$ cat config.mk
export PLATFORM = sky130hd
export DESIGN_NAME = windowed_sum_mean_rms
export DESIGN_NICKNAME = d
export VERILOG_FILES = /design/src/rtl/core/wsm_pkg.sv /design/src/rtl/core/windowed_sum_mean_rms.sv /design/src/rtl/core/wsm_div.sv /design/src/rtl/core/wsm_isqrt.sv /design/src/rtl/core/wsm_finish.sv /design/src/rtl/core/wsm_acc.sv
export SDC_FILE = /design/constraint.sdc
export NUM_CORES = 2
export LEC_CHECK = 0
export CAP_MARGIN = 20
export CORE_MARGIN = 4
export CORE_UTILIZATION = 42
export DETAILED_ROUTE_END_ITERATION = 12
export DONT_BUFFER_PORTS = 1
export GPL_ROUTABILITY_DRIVEN = 0
export PLACE_DENSITY = 0.6
export SETUP_SLACK_MARGIN = 0.05
export SLEW_MARGIN = 20
export SYNTH_ARGS = -nofsm -noshare
export SYNTH_HDL_FRONTEND = slang
export SYNTH_HIERARCHICAL = 1
export SYNTH_SLANG_ARGS = --single-unit
$ cat constraint.sdc
create_clock -name clk -period 16 [get_ports clk]
set_input_delay 2.4 -clock clk [delete_from_list [all_inputs] [get_ports clk]]
set_output_delay 2.4 -clock clk [all_outputs]
set_load 0.01 [all_outputs]
$ cat src/rtl/core/wsm_pkg.sv
`timescale 1ns / 1ps

package wsm_pkg;

	// Fixed field widths
	localparam int ACC_W    = 44;
	localparam int CNT_W    = 13;
	localparam int CH_W     = 2;
	localparam int ROOT_W   = ACC_W / 2;
	localparam int MDATA_W  = ((ACC_W + 7) / 8) * 8;
	localparam int CFG_IDX_W = 2;
	localparam int CFG_DATA_W = CNT_W;

	// Channel count and longest window, bound to the channel and count widths
	localparam int CHANNELS   = 4;
	localparam int MAX_WINDOW = 4096;

	// Configuration register indexes
	localparam logic [CFG_IDX_W-1:0] REG_WINDOW_LENGTH = 2'd0;
	localparam logic [CFG_IDX_W-1:0] REG_NORMALIZE     = 2'd1;
	localparam logic [CFG_IDX_W-1:0] REG_RMS_MODE      = 2'd2;

	localparam logic [CNT_W-1:0] WINDOW_RESET = 13'd512;

	typedef logic [ACC_W-1:0]  acc_t;
	typedef logic [CNT_W-1:0]  cnt_t;
	typedef logic [CH_W-1:0]   ch_t;
	typedef logic [ROOT_W-1:0] root_t;

	// One entry of the channel state memory
	typedef struct packed {
		acc_t acc;
		cnt_t cnt;
	} chan_state_t;

	// Closed window handed from the accumulator to the finishing unit
	typedef struct packed {
		ch_t  ch;
		acc_t acc;
		cnt_t n;
		logic rms;
		logic norm;
	} close_req_t;

endpackage

$ cat src/rtl/core/windowed_sum_mean_rms.sv
`timescale 1ns / 1ps

// Channel   Direction  Handshake              Payload
// s_*       in         s_tvalid / s_tready    tdata: sample; tuser: channel
// m_*       out        m_tvalid / m_tready    tdata: total; tuser: out_channel
// cfg_*     in         cfg_valid / cfg_ready  cfg_index, cfg_data
//
// Samples are taken one per cycle while stage 1 does not stall; each passes a
// two-stage read-add-write through the channel state memory, with the previous
// write forwarded. A closing window in plain mode is ready in the next cycle;
// with normalize it passes the bit-serial divider, in RMS mode the divider and
// then the bit-serial square root. A closing window waits in stage 1, and holds
// input, while the previous result is still being formed or not yet taken.
// Reset clears the valid bits and config registers at once; no sweep.
module windowed_sum_mean_rms #(
	parameter int SAMPLE_BITS = 16
) (
	input  logic                              clk,
	input  logic                              arst_n,
	input  logic                              s_tvalid,
	output logic                              s_tready,
	input  logic [((SAMPLE_BITS+7)/8)*8-1:0]  s_tdata,   // [SAMPLE_BITS-1:0] sample
	input  wsm_pkg::ch_t                      s_tuser,   // [1:0] channel
	output logic                              m_tvalid,
	input  logic                              m_tready,
	output logic [wsm_pkg::MDATA_W-1:0]       m_tdata,   // [43:0] total
	output wsm_pkg::ch_t                      m_tuser,   // [1:0] out_channel
	input  logic                              cfg_valid,
	output logic                              cfg_ready,
	input  logic [wsm_pkg::CFG_IDX_W-1:0]     cfg_index,
	input  logic [wsm_pkg::CFG_DATA_W-1:0]    cfg_data
);

	wsm_pkg::cnt_t        window_length_q;
	logic                 normalize_q;
	logic                 rms_mode_q;
	logic                 fin_free;
	logic                 req_valid;
	wsm_pkg::close_req_t  req;
	wsm_pkg::acc_t        total;

	// Configuration registers
	assign cfg_ready = 1'b1;

	always_ff @(posedge clk or negedge arst_n) begin
		if (!arst_n) begin
			window_length_q <= wsm_pkg::WINDOW_RESET;
			normalize_q     <= 1'b0;
			rms_mode_q      <= 1'b0;
		end else if (cfg_valid) begin
			unique case (cfg_index)
				wsm_pkg::REG_WINDOW_LENGTH: window_length_q <= cfg_data;
				wsm_pkg::REG_NORMALIZE:     normalize_q     <= cfg_data[0];
				wsm_pkg::REG_RMS_MODE:      rms_mode_q      <= cfg_data[0];
				default: ;
			endcase
		end
	end

	wsm_acc #(
		.SAMPLE_BITS (SAMPLE_BITS)
	) u_acc (
		.clk           (clk),
		.arst_n        (arst_n),
		.in_accept     (s_tvalid && s_tready),
		.in_ch         (s_tuser),
		.in_sample     (s_tdata[SAMPLE_BITS-1:0]),
		.in_ready      (s_tready),
		.window_length (window_length_q),
		.rms_mode      (rms_mode_q),
		.normalize     (normalize_q),
		.fin_free      (fin_free),
		.req_valid     (req_valid),
		.req           (req)
	);

	wsm_finish u_finish (
		.clk       (clk),
		.arst_n    (arst_n),
		.req_valid (req_valid),
		.req       (req),
		.free      (fin_free),
		.out_valid (m_tvalid),
		.out_ready (m_tready),
		.out_ch    (m_tuser),
		.out_total (total)
	);

	assign m_tdata = wsm_pkg::MDATA_W'(total);

endmodule

$ cat src/rtl/core/wsm_div.sv
`timescale 1ns / 1ps

// Restoring divider, one quotient bit per cycle
module wsm_div (
	input  logic            clk,
	input  logic            arst_n,
	input  logic            start,
	input  wsm_pkg::acc_t   dividend,
	input  wsm_pkg::cnt_t   divisor,
	output logic            done,
	output wsm_pkg::acc_t   quotient
);

	localparam int STEP_W = $clog2(wsm_pkg::ACC_W);
	localparam logic [STEP_W-1:0] LAST_STEP = STEP_W'(wsm_pkg::ACC_W - 1);

	logic                        busy_q;
	logic                        done_q;
	logic [STEP_W-1:0]           step_q;
	wsm_pkg::acc_t               quo_q;
	wsm_pkg::cnt_t               rem_q;
	wsm_pkg::cnt_t               den_q;
	logic [wsm_pkg::CNT_W:0]     trial;
	logic                        fits;

	// Bring down the next dividend bit and try the subtraction
	always_comb begin
		trial = {rem_q, quo_q[wsm_pkg::ACC_W-1]};
		fits  = (trial >= {1'b0, den_q});
	end

	// Control: step counter and done pulse
	always_ff @(posedge clk or negedge arst_n) begin
		if (!arst_n) begin
			busy_q <= 1'b0;
			done_q <= 1'b0;
			step_q <= '0;
		end else begin
			done_q <= 1'b0;
			if (start) begin
				busy_q <= 1'b1;
				step_q <= '0;
			end else if (busy_q) begin
				step_q <= step_q + 1'b1;
				if (step_q == LAST_STEP) begin
					busy_q <= 1'b0;
					done_q <= 1'b1;
				end
			end
		end
	end

	// Datapath: shift the quotient in as the dividend shifts out
	always_ff @(posedge clk) begin
		if (start) begin
			quo_q <= dividend;
			rem_q <= '0;
			den_q <= divisor;
		end else if (busy_q) begin
			quo_q <= {quo_q[wsm_pkg::ACC_W-2:0], fits};
			rem_q <= fits ? wsm_pkg::cnt_t'(trial - {1'b0, den_q})
			              : wsm_pkg::cnt_t'(trial);
		end
	end

	assign done     = done_q;
	assign quotient = quo_q;

endmodule

$ cat src/rtl/core/wsm_isqrt.sv
`timescale 1ns / 1ps

// Digit-by-digit integer square root, one root bit per cycle
module wsm_isqrt (
	input  logic            clk,
	input  logic            arst_n,
	input  logic            start,
	input  wsm_pkg::acc_t   radicand,
	output logic            done,
	output wsm_pkg::root_t  root
);

	localparam int STEP_W = $clog2(wsm_pkg::ROOT_W);
	localparam int REM_W  = wsm_pkg::ROOT_W + 2;
	localparam logic [STEP_W-1:0] LAST_STEP = STEP_W'(wsm_pkg::ROOT_W - 1);

	logic                busy_q;
	logic                done_q;
	logic [STEP_W-1:0]   step_q;
	wsm_pkg::acc_t       x_q;
	logic [REM_W-1:0]    rem_q;
	wsm_pkg::root_t      root_q;
	logic [REM_W+1:0]    shifted;
	logic [REM_W-1:0]    trial;
	logic                fits;

	// Bring down two radicand bits and try root*4+1
	always_comb begin
		shifted = {rem_q, x_q[wsm_pkg::ACC_W-1 -: 2]};
		trial   = {root_q, 2'b01};
		fits    = (shifted >= {2'b00, trial});
	end

	// Control: step counter and done pulse
	always_ff @(posedge clk or negedge arst_n) begin
		if (!arst_n) begin
			busy_q <= 1'b0;
			done_q <= 1'b0;
			step_q <= '0;
		end else begin
			done_q <= 1'b0;
			if (start) begin
				busy_q <= 1'b1;
				step_q <= '0;
			end else if (busy_q) begin
				step_q <= step_q + 1'b1;
				if (step_q == LAST_STEP) begin
					busy_q <= 1'b0;
					done_q <= 1'b1;
				end
			end
		end
	end

	// Datapath
	always_ff @(posedge clk) begin
		if (start) begin
			x_q    <= radicand;
			rem_q  <= '0;
			root_q <= '0;
		end else if (busy_q) begin
			x_q    <= {x_q[wsm_pkg::ACC_W-3:0], 2'b00};
			rem_q  <= fits ? REM_W'(shifted - {2'b00, trial}) : REM_W'(shifted);
			root_q <= {root_q[wsm_pkg::ROOT_W-2:0], fits};
		end
	end

	assign done = done_q;
	assign root = root_q;

endmodule

$ cat src/rtl/core/wsm_finish.sv
`timescale 1ns / 1ps

// Forms the result of a closed window and holds it for the output side
module wsm_finish (
	input  logic                 clk,
	input  logic                 arst_n,
	input  logic                 req_valid,
	input  wsm_pkg::close_req_t  req,
	output logic                 free,
	output logic                 out_valid,
	input  logic                 out_ready,
	output wsm_pkg::ch_t         out_ch,
	output wsm_pkg::acc_t        out_total
);

	localparam logic [1:0] F_IDLE = 2'd0;
	localparam logic [1:0] F_DIV  = 2'd1;
	localparam logic [1:0] F_SQRT = 2'd2;
	localparam logic [1:0] F_OUT  = 2'd3;

	logic [1:0]      state_q;
	logic            rms_q;
	logic            neg_q;
	wsm_pkg::ch_t    ch_q;
	wsm_pkg::acc_t   result_q;

	logic            div_start;
	wsm_pkg::acc_t   div_dividend;
	logic            div_done;
	wsm_pkg::acc_t   div_quo;
	logic            sqrt_start;
	logic            sqrt_done;
	wsm_pkg::root_t  sqrt_root;
	logic            req_neg;

	// Pick the dividend: raw sum for RMS, magnitude for the signed mean
	always_comb begin
		req_neg      = !req.rms && req.acc[wsm_pkg::ACC_W-1];
		div_dividend = req_neg ? (~req.acc + 1'b1) : req.acc;
		div_start    = (state_q == F_IDLE) && req_valid && (req.rms || req.norm);
		sqrt_start   = (state_q == F_DIV) && div_done && rms_q;
	end

	wsm_div u_div (
		.clk      (clk),
		.arst_n   (arst_n),
		.start    (div_start),
		.dividend (div_dividend),
		.divisor  (req.n),
		.done     (div_done),
		.quotient (div_quo)
	);

	wsm_isqrt u_isqrt (
		.clk      (clk),
		.arst_n   (arst_n),
		.start    (sqrt_start),
		.radicand (div_quo),
		.done     (sqrt_done),
		.root     (sqrt_root)
	);

	// Sequence divide, root and hand-off
	always_ff @(posedge clk or negedge arst_n) begin
		if (!arst_n) begin
			state_q <= F_IDLE;
			rms_q   <= 1'b0;
			neg_q   <= 1'b0;
		end else begin
			unique case (state_q)
				F_IDLE: begin
					if (req_valid) begin
						rms_q <= req.rms;
						neg_q <= req_neg;
						state_q <= (req.rms || req.norm) ? F_DIV : F_OUT;
					end
				end
				F_DIV: begin
					if (div_done) begin
						state_q <= rms_q ? F_SQRT : F_OUT;
					end
				end
				F_SQRT: begin
					if (sqrt_done) begin
						state_q <= F_OUT;
					end
				end
				F_OUT: begin
					if (out_ready) begin
						state_q <= F_IDLE;
					end
				end
				default: state_q <= F_IDLE;
			endcase
		end
	end

	// Result register
	always_ff @(posedge clk) begin
		if (state_q == F_IDLE && req_valid) begin
			ch_q     <= req.ch;
			result_q <= req.acc;
		end else if (state_q == F_DIV && div_done && !rms_q) begin
			result_q <= neg_q ? (~div_quo + 1'b1) : div_quo;
		end else if (state_q == F_SQRT && sqrt_done) begin
			result_q <= wsm_pkg::acc_t'(sqrt_root);
		end
	end

	assign free      = (state_q == F_IDLE);
	assign out_valid = (state_q == F_OUT);
	assign out_ch    = ch_q;
	assign out_total = result_q;

	a_req_when_idle: assert property (@(posedge clk) disable iff (!arst_n)
		req_valid |-> state_q == F_IDLE)
		else $error("window closed while finishing unit busy");

	a_div_done_in_div: assert property (@(posedge clk) disable iff (!arst_n)
		div_done |-> state_q == F_DIV)
		else $error("divider finished outside divide state");

	a_sqrt_done_in_sqrt: assert property (@(posedge clk) disable iff (!arst_n)
		sqrt_done |-> state_q == F_SQRT && rms_q)
		else $error("square root finished outside root state");

endmodule

$ cat src/rtl/core/wsm_acc.sv
`timescale 1ns / 1ps

// Per-channel accumulate: read state memory, add, write back
module wsm_acc #(
	parameter int SAMPLE_BITS = 16
) (
	input  logic                  clk,
	input  logic                  arst_n,
	input  logic                  in_accept,
	input  wsm_pkg::ch_t          in_ch,
	input  logic [SAMPLE_BITS-1:0] in_sample,
	output logic                  in_ready,
	input  wsm_pkg::cnt_t         window_length,
	input  logic                  rms_mode,
	input  logic                  normalize,
	input  logic                  fin_free,
	output logic                  req_valid,
	output wsm_pkg::close_req_t   req
);

	localparam int IDX_W = (wsm_pkg::CHANNELS > 1) ? $clog2(wsm_pkg::CHANNELS) : 1;

	// State memory with valid bits; unwritten entries read as zero
	wsm_pkg::chan_state_t mem [wsm_pkg::CHANNELS];
	logic [wsm_pkg::CHANNELS-1:0] vld_q;

	logic                 s1_valid_q;
	logic [IDX_W-1:0]     idx_s1;
	wsm_pkg::ch_t         ch_s1;
	wsm_pkg::acc_t        addend_s1;
	wsm_pkg::chan_state_t rd_s1;
	logic                 rd_vld_s1;

	logic                 fw_valid_q;
	logic [IDX_W-1:0]     fw_idx_q;
	wsm_pkg::chan_state_t fw_data_q;

	logic                 in_range;
	logic [IDX_W-1:0]     in_idx;
	logic                 neg;
	logic [SAMPLE_BITS-1:0] mag;
	logic [2*SAMPLE_BITS-1:0] square;
	wsm_pkg::acc_t        addend;
	wsm_pkg::cnt_t        eff_len;
	wsm_pkg::chan_state_t cur;
	wsm_pkg::acc_t        sum;
	wsm_pkg::cnt_t        cnt_next;
	logic                 close_now;
	logic                 stall;
	logic                 fire;
	wsm_pkg::chan_state_t wdata;

	// Addend: sign-extended sample, or its square
	always_comb begin
		in_range = (32'(in_ch) < wsm_pkg::CHANNELS);
		in_idx   = IDX_W'(in_ch);
		neg      = in_sample[SAMPLE_BITS-1];
		mag      = neg ? (~in_sample + 1'b1) : in_sample;
		square   = mag * mag;
		addend   = rms_mode ? wsm_pkg::acc_t'(square)
		                    : wsm_pkg::acc_t'($signed(in_sample));
	end

	// Clamp window length to 1..MAX_WINDOW
	always_comb begin
		if (window_length == '0) begin
			eff_len = wsm_pkg::cnt_t'(1);
		end else if (32'(window_length) > wsm_pkg::MAX_WINDOW) begin
			eff_len = wsm_pkg::cnt_t'(wsm_pkg::MAX_WINDOW);
		end else begin
			eff_len = window_length;
		end
	end

	// Stage 1: forward the previous write, add, test window end
	always_comb begin
		if (fw_valid_q && fw_idx_q == idx_s1) begin
			cur = fw_data_q;
		end else if (rd_vld_s1) begin
			cur = rd_s1;
		end else begin
			cur = '0;
		end
		sum       = cur.acc + addend_s1;
		cnt_next  = cur.cnt + 1'b1;
		close_now = (cnt_next >= eff_len);
		stall     = s1_valid_q && close_now && !fin_free;
		fire      = s1_valid_q && !stall;
		wdata     = close_now ? '0 : wsm_pkg::chan_state_t'{acc: sum, cnt: cnt_next};
	end

	assign in_ready  = !stall;
	assign req_valid = fire && close_now;
	assign req       = '{ch: ch_s1, acc: sum, n: cnt_next, rms: rms_mode, norm: normalize};

	// Memory read on accept, write back on fire
	always_ff @(posedge clk) begin
		if (in_accept && in_range) begin
			rd_s1     <= mem[in_idx];
			idx_s1    <= in_idx;
			ch_s1     <= in_ch;
			addend_s1 <= addend;
		end
		if (fire) begin
			mem[idx_s1] <= wdata;
		end
		if (!stall) begin
			fw_idx_q  <= idx_s1;
			fw_data_q <= wdata;
		end
	end

	// Control: stage valid, read valid, forward valid, entry valid bits
	always_ff @(posedge clk or negedge arst_n) begin
		if (!arst_n) begin
			s1_valid_q <= 1'b0;
			rd_vld_s1  <= 1'b0;
			fw_valid_q <= 1'b0;
			vld_q      <= '0;
		end else begin
			if (!stall) begin
				s1_valid_q <= in_accept && in_range;
				fw_valid_q <= fire;
			end
			if (in_accept && in_range) begin
				rd_vld_s1 <= vld_q[in_idx];
			end
			if (fire) begin
				vld_q[idx_s1] <= 1'b1;
			end
		end
	end

	a_stall_holds: assert property (@(posedge clk) disable iff (!arst_n)
		stall |=> s1_valid_q && $stable(idx_s1) && $stable(addend_s1))
		else $error("stalled accumulate item lost");

	a_no_accept_on_stall: assert property (@(posedge clk) disable iff (!arst_n)
		stall |-> !in_accept)
		else $error("item accepted while stage 1 stalled");

	a_count_bound: assert property (@(posedge clk) disable iff (!arst_n)
		s1_valid_q |-> cur.cnt != '1)
		else $error("stored sample count past window bound");

endmodule

==> metrics.md <==
| Metric | Value |
|---|---|
| Register area share after synthesis | 45.35% |
| Final TNS setup | 0 ns |
| Max frequency | 94.32 MHz |
| Max stage delay on crit path | 0.85 ns |
| Met1 Use GR | 27.74% |
| Main synth FF type | edfxtp_1 |
| Hold Startpoint | u_acc/vld_q[2] |
| Startpoint types | input pin |
| Worst slack, placed | 4.867 ns |
| Antenna diodes | 0 |
| # rows | 112 |
| R2R setup slack | 8.65 ns |
| Reg clk slew, reported paths | 0.06 ns |
| Die W | 315.4 um |
| Syn-to-layout area delta | 9.326% |
| Critical path arrival | 10.91 ns |
| Crit-path slowest cell | xor2_1 |
| Top Ports | 91 |
| Core Region | 93610 um2 |
| Vias in the first global route | 26647 |
| Vias post-DR | 26931 |
| Max FO, Critical Path | 16 |
| Iteration-0 DRC Markers | 2218 |
| CP Cell Sequence | inv_1, ha_1, or3b_2, or4_1, o21ai_0, xor2_1, nor2_1, fa_1, fa_1, fa_1, fa_1, fa_1, inv_1, fa_1, inv_1, ha_1, a21o_1, a21o_1, a211oi_1, o31a_1, o311ai_0, a41oi_1, xor2_1, o21ai_0 |
| Worst Skew | 0.03325 ns |
| Setup Fix Bufs, Post-CTS | 0 |
| Met3 GRT Util | 4.411% |
| RSZ-0062 raised after global routing | no |
| Root buf cell | clkbuf_16 |
| Final setup viols | 0 |
| Via-to-Cell Ratio | 5.593 |
| Post-DP HPWL | 72.20 mm |
| Die Area | 99510 um2 |
| GR Util met2 | 32.69% |
| Final hold violations | 0 |
| # hold bufs at CTS | 0 |
| Max cap viols | 0 |
| Most common cell after layout, fill and taps aside | edfxtp_1 |
| Port buffer count | 0 |
| Final min period | 10.60 ns |
| Most frequent cells in the layout | 526 x edfxtp_1, 330 x nand2_1, 329 x inv_1 |
| GRT Total Usage | 20.25% |
| CTS tree | done |
| Global-route wire length before repair | 157.1 mm |
| Remaining antenna violation count after routing | 0 |
| Cells after synthesis | 3533 |
| WP buf/inv | 3 |
| Drt total wl | 101.7 mm |
| EDFF count, synth | 526 |
| Global route hottest layer | met2 |
| Syn avg cell area | 11.24 um2 |
| Wire per inst | 21.13 um |
| CTS sink count | 626 |
| Reg-to-Reg Start | u_acc/ch_s1[0] |
| Worst endpoint required time | 16.30 ns |
| Actual slew at the worst max-slew pin | 1.034 ns |
| Final worst slack | 5.398 ns |
| FF+latch count, synth | 626 |
| Resize count post-CTS | 0 |
| Status | finished, final reports clean |
| CP endpoint kind | register |
| Synth Cell Area | 39700 um2 |
| CTS max path bufs | 3 |
| Initial antenna violation count | 1 |
| Crit Path Class | in2reg |
| Cell family with most CP delay | adder cells |
| Hold endpoint | u_acc/vld_q[2] |
| Ys Warns | 6 |
| Slew Limit Fails | 0 |
| Async set or reset register ratio after synthesis | 6.550% |
| Max transition margin | 30.84% |
| Initial core utilization | 42.41% |
| Share of cells above drive strength 1 | 11.43% |
| Final nets | 3909 |
| Largest net degree at the start of global routing | 72 |
| Final worst-path cycle share | 66.26% |
| Post-synth cell types | 105 |
| Remaining DRCs | 0 |
| H-tree Lvls | 3 |
| Most used cell, CP | fa_1 |
| Reg2Reg Depth | 19 |
| CTS Buf Count | 71 |
| Drt pass-1 iters | 5 |
| FF-to-FF End | u_finish/u_div/quotient[42] |
| Worst-Skew Late Latency | 0.62 ns |
| Hold Crit Class | reg2reg |
| Hold depth | 1 |
| GR Overflow Total | 0 |
| Die height | 315.4 um |
[cells in the mapped netlist, drive strengths merged, types with 7 or more instances]
cell type  number  share of area, %
and3           32              0.52
mux2          117               3.3
nand2         330               3.1
o22ai           8              0.13
xnor2         100               2.2
or2            11              0.17
nand3          90               1.1
a21oi         141               1.8
mux4           58               3.3
o31ai          36              0.68
inv           335               3.2
xor2          101               2.3
ha            199               6.3
o21a           11              0.21
nand3b          8              0.16
o211ai         17              0.33
nor4           24              0.46
edfxtp        526                40
a21o           58               1.1
dfxtp          59               3.0
buf            47              0.68
nand2b         15              0.24
clkbuf        118               1.1
nor3b          13              0.27
or4            19              0.40
o21bai         21              0.40
nor2          239               2.3
o41ai          23              0.62
o21ai         137               1.7
dfrtp          40               2.5
nand4          37              0.62
a211oi         50              0.96
o221ai          7              0.15
a31oi          26              0.43
and2           64               1.0
mux2i          62               1.6
or3            24              0.39
nor2b          16              0.25
fa            167               8.4
nor3           56              0.73
[flip-flops by register name, summed over array words and instances (netlist names), 4 cells and up]
name / flops
u_acc/vld_q: 4
u_acc/fw_data_q: 57
u_finish/out_total: 44
u_acc/mem: 228
u_finish/u_isqrt/rem_q: 24
u_finish/u_div/quotient: 44
u_finish/u_isqrt/x_q: 44
u_finish/u_isqrt/root: 22
window_length_q: 13
u_finish/u_isqrt/step_q: 5
u_acc/rd_s1: 57
u_finish/u_div/step_q: 6
u_finish/u_div/den_q: 13
u_acc/addend_s1: 33
u_finish/u_div/rem_q: 13
[cells by family after synthesis]
family | after synthesis | share of synthesized area [%]
simple gates | 1000 | 12.30
buf+inv | 503 | 4.999
flops | 626 | 45.35
compound gates | 596 | 9.944
mux | 237 | 8.182
xor+xnor | 201 | 4.491
other cells | 4 | 0.03781
fa+ha+maj | 366 | 14.69
[metal layers]
metal  wire [um]  part of all wire [%]
met4        2855                   2.8
met2       47140                    46
met3        7076                   7.0
met5           0                     0
met1       44670                    44
[per-stage QoR]
| step | instance area [um2] | utilization [%] | cells | hold WS, ns |
|---|---|---|---|---|
| after detailed placement | 41050 | 43.85 | 4686 | 0.4489 |
| after CTS | 43390 | 46.36 | 4815 | 0.4682 |
| after global routing | 43400 | 46.36 | 4815 | 0.4966 |
| after global placement | 41050 | 43.85 | 4686 | 0.4471 |
| after floorplan | 39740 | - | 3545 | 0.4337 |
| final | 43400 | 46.36 | 4815 | 0.4646 |
[worst max path at each step]
stage / slack, ns / to / startpoint / cells after the start
after global placement: 5.20 / u_acc/addend_s1[27] / s_tdata[0] / 24
after global routing: 4.93 / u_acc/addend_s1[27] / s_tdata[0] / 24
after detailed placement: 4.87 / u_acc/addend_s1[27] / s_tdata[0] / 24
final: 5.40 / u_acc/addend_s1[27] / s_tdata[0] / 24
after floorplan: 5.69 / u_acc/addend_s1[27] / s_tdata[0] / 30
after CTS: 5.48 / u_acc/addend_s1[27] / s_tdata[0] / 24
[layout make-up]
type	count	area (um2)
clock inverters	35	375.4
well taps	1254	1569
multi-input cells	2416	19830
repair buffers	52	390.4
fillers	8716	50210
flip-flops and latches	626	18010
clock buffers	94	1966
inverters	338	1269
Power is left out: the tool's default activity adds up to more than one toggle a clock period on the data nets, which glitch-free logic cannot reach.
